File: src/rtl/core/tpq_pkg.sv
// Package for the tracker period-to-note quantizer.
// Holds the finetune period table, the controller state type and the
// command and status structs that join the controller and the datapath.
package tpq_pkg;

	localparam int NOTE_COUNT       = 96;
	localparam int NOTES_PER_OCTAVE = 12;
	localparam int ROW_COUNT        = 16;
	localparam int PERIOD_W         = 13;
	localparam int NOTE_W           = 7;
	localparam int ROW_W            = 4;
	localparam int COL_W            = 4;
	localparam int OCT_W            = 3;

	localparam logic [NOTE_W-1:0] NOTE_LAST = NOTE_W'(NOTE_COUNT - 1);
	localparam logic [COL_W-1:0]  COL_LAST  = COL_W'(NOTES_PER_OCTAVE - 1);

	localparam logic [PERIOD_W-1:0] PERIOD_ROWS [0:ROW_COUNT-1][0:NOTES_PER_OCTAVE-1] = '{
		'{13'd6848, 13'd6464, 13'd6096, 13'd5760, 13'd5424, 13'd5120,
		  13'd4832, 13'd4560, 13'd4304, 13'd4064, 13'd3840, 13'd3624},
		'{13'd6800, 13'd6416, 13'd6056, 13'd5720, 13'd5392, 13'd5096,
		  13'd4808, 13'd4536, 13'd4280, 13'd4040, 13'd3816, 13'd3600},
		'{13'd6752, 13'd6368, 13'd6016, 13'd5672, 13'd5360, 13'd5056,
		  13'd4776, 13'd4504, 13'd4256, 13'd4016, 13'd3792, 13'd3576},
		'{13'd6704, 13'd6328, 13'd5968, 13'd5632, 13'd5320, 13'd5024,
		  13'd4736, 13'd4472, 13'd4224, 13'd3984, 13'd3760, 13'd3552},
		'{13'd6656, 13'd6280, 13'd5928, 13'd5592, 13'd5280, 13'd4984,
		  13'd4704, 13'd4440, 13'd4192, 13'd3960, 13'd3736, 13'd3528},
		'{13'd6608, 13'd6232, 13'd5888, 13'd5552, 13'd5240, 13'd4952,
		  13'd4672, 13'd4408, 13'd4160, 13'd3928, 13'd3704, 13'd3496},
		'{13'd6560, 13'd6192, 13'd5840, 13'd5512, 13'd5208, 13'd4912,
		  13'd4640, 13'd4376, 13'd4128, 13'd3896, 13'd3680, 13'd3472},
		'{13'd6512, 13'd6144, 13'd5800, 13'd5472, 13'd5168, 13'd4880,
		  13'd4600, 13'd4344, 13'd4104, 13'd3872, 13'd3656, 13'd3448},
		'{13'd7256, 13'd6848, 13'd6464, 13'd6096, 13'd5760, 13'd5424,
		  13'd5120, 13'd4832, 13'd4560, 13'd4304, 13'd4032, 13'd3840},
		'{13'd7200, 13'd6800, 13'd6416, 13'd6056, 13'd5720, 13'd5400,
		  13'd5088, 13'd4808, 13'd4536, 13'd4280, 13'd4040, 13'd3816},
		'{13'd7152, 13'd6752, 13'd6368, 13'd6016, 13'd5672, 13'd5360,
		  13'd5056, 13'd4776, 13'd4504, 13'd4256, 13'd4016, 13'd3792},
		'{13'd7096, 13'd6704, 13'd6328, 13'd5968, 13'd5632, 13'd5320,
		  13'd5024, 13'd4736, 13'd4472, 13'd4224, 13'd3984, 13'd3760},
		'{13'd7048, 13'd6656, 13'd6280, 13'd5928, 13'd5592, 13'd5280,
		  13'd4984, 13'd4704, 13'd4440, 13'd4192, 13'd3952, 13'd3736},
		'{13'd7000, 13'd6608, 13'd6232, 13'd5888, 13'd5552, 13'd5240,
		  13'd4952, 13'd4672, 13'd4408, 13'd4160, 13'd3928, 13'd3704},
		'{13'd6944, 13'd6560, 13'd6192, 13'd5840, 13'd5512, 13'd5208,
		  13'd4912, 13'd4640, 13'd4376, 13'd4128, 13'd3896, 13'd3680},
		'{13'd6896, 13'd6512, 13'd6144, 13'd5800, 13'd5472, 13'd5168,
		  13'd4880, 13'd4600, 13'd4344, 13'd4104, 13'd3872, 13'd3656}
	};

	typedef enum logic [1:0] {
		ST_IDLE,
		ST_SCAN,
		ST_FINISH
	} tpq_state_t;

	typedef struct packed {
		logic start;
		logic step;
		logic load_out;
	} tpq_cmd_t;

	typedef struct packed {
		logic in_zero;
		logic last;
	} tpq_sts_t;

endpackage

File: src/rtl/core/tracker_period_to_note_quantizer.sv
// Top level of the tracker period-to-note quantizer.
// The scan compares one table note per cycle over 96 notes; a zero period skips it
// and goes straight to the result. A new beat is taken only after the last result
// is loaded, and may be taken while that result waits.
// Reset: arst_n clears the controller state and the result valid flag only.
module tracker_period_to_note_quantizer (
	input  logic                          clk,
	input  logic                          arst_n,
	input  logic                          item_valid,
	output logic                          item_stall,
	input  logic [tpq_pkg::PERIOD_W-1:0]  period,
	input  logic [tpq_pkg::ROW_W-1:0]     fine_tune,
	output logic                          result_valid,
	input  logic                          result_stall,
	output logic [tpq_pkg::NOTE_W-1:0]    note,
	output logic [tpq_pkg::PERIOD_W-1:0]  snapped_period
);

	tpq_pkg::tpq_cmd_t cmd;
	tpq_pkg::tpq_sts_t sts;

	tpq_ctrl u_ctrl (
		.clk          (clk),
		.arst_n       (arst_n),
		.item_valid   (item_valid),
		.item_stall   (item_stall),
		.result_valid (result_valid),
		.result_stall (result_stall),
		.sts          (sts),
		.cmd          (cmd)
	);

	tpq_datapath u_datapath (
		.clk            (clk),
		.period         (period),
		.fine_tune      (fine_tune),
		.cmd            (cmd),
		.sts            (sts),
		.note           (note),
		.snapped_period (snapped_period)
	);

endmodule

File: src/rtl/core/tpq_datapath.sv
// Datapath of the tracker period-to-note quantizer.
// Walks the notes of one period table row, tracks the nearest one and holds
// the result registers. Depends on tpq_pkg.
module tpq_datapath (
	input  logic                          clk,
	input  logic [tpq_pkg::PERIOD_W-1:0]  period,
	input  logic [tpq_pkg::ROW_W-1:0]     fine_tune,
	input  tpq_pkg::tpq_cmd_t             cmd,
	output tpq_pkg::tpq_sts_t             sts,
	output logic [tpq_pkg::NOTE_W-1:0]    note,
	output logic [tpq_pkg::PERIOD_W-1:0]  snapped_period
);

	logic [tpq_pkg::PERIOD_W-1:0] period_q;
	logic [tpq_pkg::ROW_W-1:0]    row_q;
	logic                         zero_q;
	logic [tpq_pkg::COL_W-1:0]    col_q;
	logic [tpq_pkg::OCT_W-1:0]    oct_q;
	logic [tpq_pkg::NOTE_W-1:0]   k_q;
	logic [tpq_pkg::NOTE_W-1:0]   best_k_q;
	logic [tpq_pkg::PERIOD_W-1:0] best_p_q;
	logic [tpq_pkg::PERIOD_W-1:0] best_d_q;
	logic [tpq_pkg::NOTE_W-1:0]   note_q;
	logic [tpq_pkg::PERIOD_W-1:0] snapped_q;

	logic [tpq_pkg::PERIOD_W-1:0] cand_p;
	logic [tpq_pkg::PERIOD_W-1:0] cand_d;
	logic                         take;

	always_comb begin
		cand_p = tpq_pkg::PERIOD_ROWS[row_q][col_q] >> oct_q;
		if (period_q >= cand_p) begin
			cand_d = period_q - cand_p;
		end else begin
			cand_d = cand_p - period_q;
		end
		take = (k_q == '0) || (cand_d < best_d_q);
	end

	assign sts.in_zero = (period == '0);
	assign sts.last    = (k_q == tpq_pkg::NOTE_LAST);

	always_ff @(posedge clk) begin
		if (cmd.start) begin
			period_q <= period;
			row_q    <= fine_tune;
			zero_q   <= (period == '0);
			col_q    <= '0;
			oct_q    <= '0;
			k_q      <= '0;
		end else if (cmd.step) begin
			if (take) begin
				best_k_q <= k_q;
				best_p_q <= cand_p;
				best_d_q <= cand_d;
			end
			k_q <= k_q + tpq_pkg::NOTE_W'(1);
			if (col_q == tpq_pkg::COL_LAST) begin
				col_q <= '0;
				oct_q <= oct_q + tpq_pkg::OCT_W'(1);
			end else begin
				col_q <= col_q + tpq_pkg::COL_W'(1);
			end
		end
		if (cmd.load_out) begin
			if (zero_q) begin
				note_q    <= '0;
				snapped_q <= '0;
			end else begin
				note_q    <= best_k_q + tpq_pkg::NOTE_W'(1);
				snapped_q <= best_p_q;
			end
		end
	end

	assign note           = note_q;
	assign snapped_period = snapped_q;

endmodule

File: src/rtl/core/tpq_ctrl.sv
// Controller of the tracker period-to-note quantizer.
// Sequences accept, note scan and result hand-off; owns the result valid
// flag. Depends on tpq_pkg.
module tpq_ctrl (
	input  logic               clk,
	input  logic               arst_n,
	input  logic               item_valid,
	output logic               item_stall,
	output logic               result_valid,
	input  logic               result_stall,
	input  tpq_pkg::tpq_sts_t  sts,
	output tpq_pkg::tpq_cmd_t  cmd
);

	tpq_pkg::tpq_state_t state_q;
	tpq_pkg::tpq_state_t state_d;
	logic                out_valid_q;
	logic                out_free;

	assign out_free = !out_valid_q || !result_stall;

	always_ff @(posedge clk or negedge arst_n) begin
		if (!arst_n) begin
			state_q     <= tpq_pkg::ST_IDLE;
			out_valid_q <= 1'b0;
		end else begin
			state_q <= state_d;
			if (cmd.load_out) begin
				out_valid_q <= 1'b1;
			end else if (!result_stall) begin
				out_valid_q <= 1'b0;
			end
		end
	end

	always_comb begin
		state_d      = state_q;
		cmd          = '0;
		item_stall   = 1'b1;
		case (state_q)
			tpq_pkg::ST_IDLE: begin
				item_stall = 1'b0;
				if (item_valid) begin
					cmd.start = 1'b1;
					state_d   = sts.in_zero ? tpq_pkg::ST_FINISH : tpq_pkg::ST_SCAN;
				end
			end
			tpq_pkg::ST_SCAN: begin
				cmd.step = 1'b1;
				if (sts.last) begin
					state_d = tpq_pkg::ST_FINISH;
				end
			end
			tpq_pkg::ST_FINISH: begin
				if (out_free) begin
					cmd.load_out = 1'b1;
					state_d      = tpq_pkg::ST_IDLE;
				end
			end
			default: begin
				state_d = tpq_pkg::ST_IDLE;
			end
		endcase
	end

	assign result_valid = out_valid_q;

	a_scan_ends: assert property (@(posedge clk) disable iff (!arst_n)
		(state_q == tpq_pkg::ST_SCAN && sts.last) |=> (state_q == tpq_pkg::ST_FINISH))
		else $error("scan did not end after the last note");

	a_load_shows: assert property (@(posedge clk) disable iff (!arst_n)
		cmd.load_out |=> result_valid)
		else $error("loaded result is not offered");

	a_no_overwrite: assert property (@(posedge clk) disable iff (!arst_n)
		(cmd.load_out && out_valid_q) |-> !result_stall)
		else $error("result register overwritten while stalled");

	a_busy_after_start: assert property (@(posedge clk) disable iff (!arst_n)
		cmd.start |=> item_stall)
		else $error("new beat taken during a scan");

endmodule

File: config.mk
export PLATFORM = sky130hd
export DESIGN_NAME = tracker_period_to_note_quantizer
export DESIGN_NICKNAME = d
export VERILOG_FILES = /design/src/rtl/core/tpq_pkg.sv /design/src/rtl/core/tracker_period_to_note_quantizer.sv /design/src/rtl/core/tpq_datapath.sv /design/src/rtl/core/tpq_ctrl.sv
export SDC_FILE = /design/constraint.sdc
export NUM_CORES = 1
export LEC_CHECK = 0
export ABC_AREA = 1
export BUFFER_PORTS_ARGS = -buffer_cell sky130_fd_sc_hd__buf_4
export CORE_MARGIN = 2
export CORE_UTILIZATION = 30
export DETAILED_ROUTE_END_ITERATION = 8
export PLACE_DENSITY = 0.48
export REMOVE_ABC_BUFFERS = 1
export SLEW_MARGIN = 20
export SYNTH_ARGS = -nofsm -noshare
export SYNTH_HDL_FRONTEND = slang
export SYNTH_SLANG_ARGS = --single-unit
File: constraint.sdc
create_clock -name clk -period 8.1 [get_ports clk]
set_clock_uncertainty 0.2 [all_clocks]
set_input_delay 0.81 -clock clk [delete_from_list [all_inputs] [get_ports clk]]
set_output_delay 0.81 -clock clk [all_outputs]
set_load 0.005 [all_outputs]
==> impl_metrics.yaml <==
final_layout:
  area_growth_pct: 13.38
  diodes: 0
  fin_nets: 1057
  multiInputGateArea_sq_um: 3647
  ff_latch_area_sq_um: 2487
  drive_gt1_share_pct: 7.716
  fillCellCount: 2329
synth:
  synth_edf_count: 71
  postSynthCellCount: 946
  synthFlopType: "edfxtp_1"
  avgSynthCellArea_sq_um: 7.120
  synth_top_family_by_area: "simple AND/OR/NAND/NOR gates"
  synthArstFlopShare_pct: 3.409
  yosys_warnings: 0
  muxShareOfSynthArea_pct: 0.1486
  yosysTopAreaCellShare_pct: 31.66
  synthSimpleGateAreaFrac_pct: 29.57
  syn_area_sq_um: 6735
  yosysSeqAreaShare_pct: 36.93
  synth_xor_area_share_pct: 1.560
  synth_cell_types: 44
  synth_compound_area_share_pct: 11.98
  synth-seq-cells: 88
  synthAdderAreaFrac_pct: 10.63
  synth_top_cell_by_area: "edfxtp_1"
  synth.area.top_cells: "edfxtp_1 32%, nand2_1 16%, ha_1 10%"
place:
  gp_congestion: 0.9143
  dp_slack_ns: 0.8530
  io_buffers: 42
  hpwl_mm: 14.87
route:
  vias_per_cell: 4.964
  detail_route.wl_per_cell_um: 15.21
  wirelength_mm: 19.24
  firstDrtPassIters: 5
  drtAntennaViolNets: 0
  vias: 6279
  drt_iter0_markers: 422
  drc_errors: 0
sta:
  drv_slew: 0
  period_needed_ns: 7.237
  setup_tns_ns: 0
  fmax_ghz: 0.1382
  finalSetupViolations: 0
  finalHoldViolations: 0
  rsz0062_at_grt: "no"
  slew_headroom_pct: 35.72
  fin_ws_ns: 0.8625
  holdWs_ns: 0.03898
  worstMarginPinSlew_ns: 0.9628
  finalCritPeriodShare_pct: 89.35
die:
  die_area_sq_um: 23670
  pin_count: 43
  die_x_um: 153.8
  fp-row-count: 54
  die_h_um: 153.8
  start_util_pct: 30.67
  core_area_sq_um: 21960
global_routing:
  gr-total-overflow: 0
  grt_pass1_wl_mm: 31.38
  antenna_found_initial: 0
  grt_start_max_net_pins: 34
  grt_pass1_vias: 6103
  grt_use_total_pct: 16.64
clock_network:
  cts_buffers: 9
  root_buffer: "clkbuf_16"
  holdBufCountCts: 0
  cts.path.max_buffers: 2
  clock_latency_ns: 0.35
  post-cts-setup-buffers: 0
  cts_tree: "done"
  ctsResizeCount: 0
  cts_sinks: 88
  path_clk_slew_ns: 0.06
  htreeDepth: 3
critical_path:
  critPathTopFamily: "compound AO/OA/AOI/OAI gates"
  reg2reg_depth: 30
  startpoint: "u_datapath.col_q[1]"
  ff2ff_setup_slack_ns: 0.86
  worstPathArrival_ns: 7.03
  r2r-end: "u_datapath.best_k_q[2]"
  critPathRequiredTime_ns: 7.89
  end_kind: "flip-flop"
  crit_type: "reg2reg"
  crit_path_max_fanout: 33
  path_buf_inv: 8
  startpoint_type: "flip-flop"
  reg2reg_from: "u_datapath.col_q[1]"
  max_stage_delay_ns: 0.95
  crit_slowest_cell: "dfxtp_1"
flow_run:
  drv_cap: 0
run_status:
  outcome: "completed"
min_path:
  hold_path.class: "in2async"
==> cells in the mapped netlist (2+ instances only) <==
cell type / count
edfxtp_1: 71
dfrtp_1: 3
a31oi_1: 3
o2111ai_1: 2
nor4_1: 3
o31ai_1: 3
nand3_1: 94
fa_1: 2
inv_1: 126
a221oi_1: 2
nand4_1: 6
o21ai_0: 46
a21oi_1: 63
xor2_1: 7
dfxtp_1: 14
o211ai_1: 10
nor3_1: 8
ha_1: 54
nor3b_1: 2
xnor2_1: 5
o21bai_1: 4
nand2_1: 286
clkbuf_1: 16
buf_2: 10
nand3b_1: 2
nor2_1: 79
o21ai_1: 5
inv_2: 4
==> per-layer routing <==
layer	wire, um	global-route usage [%]
met5	0	0
met4	489	5.429
met3	1016	3.269
met1	8683	21.31
met2	9052	28.27
==> area by class of cell <==
type / count / share of cell area, %
well taps: 280 / 4.588
clock inverters: 7 / 0.6063
repair buffers: 52 / 5.079
inverters: 131 / 6.439
clock buffers: 9 / 2.949
flip-flops and latches: 88 / 32.57
multi-input cells: 698 / 47.76
==> cells in the final DEF, fill, tap and decap left out, types with 3 or more instances in the layout <==
master / count
nand4_1: 6
ha_1: 54
o21ai_0: 46
nor3_1: 8
xnor2_1: 5
dfxtp_1: 14
o21ai_1: 5
nor2_1: 78
clkbuf_16: 9
o21bai_1: 4
inv_2: 4
nand2_1: 286
o211ai_1: 10
inv_1: 126
o31ai_1: 3
xor2_1: 7
a21oi_1: 61
a31oi_1: 3
nor4_1: 3
nand3_1: 94
buf_4: 51
edfxtp_1: 71
dfrtp_1: 3
==> worst max-delay path by stage <==
stage,to,depth (start not counted)
after CTS,u_datapath.best_p_q[11],31
after floorplan,u_datapath.best_d_q[0],31
after detailed placement,u_datapath.best_d_q[0],31
final,u_datapath.best_k_q[2],30
after global routing,u_datapath.best_d_q[8],30
after global placement,u_datapath.best_p_q[8],31
==> cell families (layout without fill, tap and decap cells) <==
family | count (synthesis) | after routing
adder cells (fa/ha/maj) | 56 | 56
XOR/XNOR | 12 | 12
flip-flops | 88 | 88
AO/OA/AOI/OAI | 145 | 145
multiplexers | 1 | 1
AND/OR/NAND/NOR | 484 | 484
buffers and inverters | 160 | 199
==> registers in the layout (all words and copies together) (netlist names) <==
signal	cells
u_datapath.note	7
u_datapath.row_q	4
u_datapath.oct_q	3
u_datapath.zero_q	1
u_datapath.snapped_period	13
u_datapath.best_p_q	13
u_datapath.period_q	13
u_ctrl.result_valid	1
u_datapath.k_q	7
u_ctrl.state_q	2
u_datapath.col_q	4
u_datapath.best_k_q	7
u_datapath.best_d_q	13
==> per-stage QoR <==
stage                     utilization [%]  cell area (sq um)  cells
after CTS                           34.75               7631   1264
after global routing                34.77               7636   1265
final                               34.77               7636   1265
after detailed placement            33.52               7360   1248
after global placement              33.52               7360   1248
after floorplan                         -               6609    917
Power is left out: the tool's default activity adds up to more than one toggle a clock period on the data nets, which glitch-free logic cannot reach.
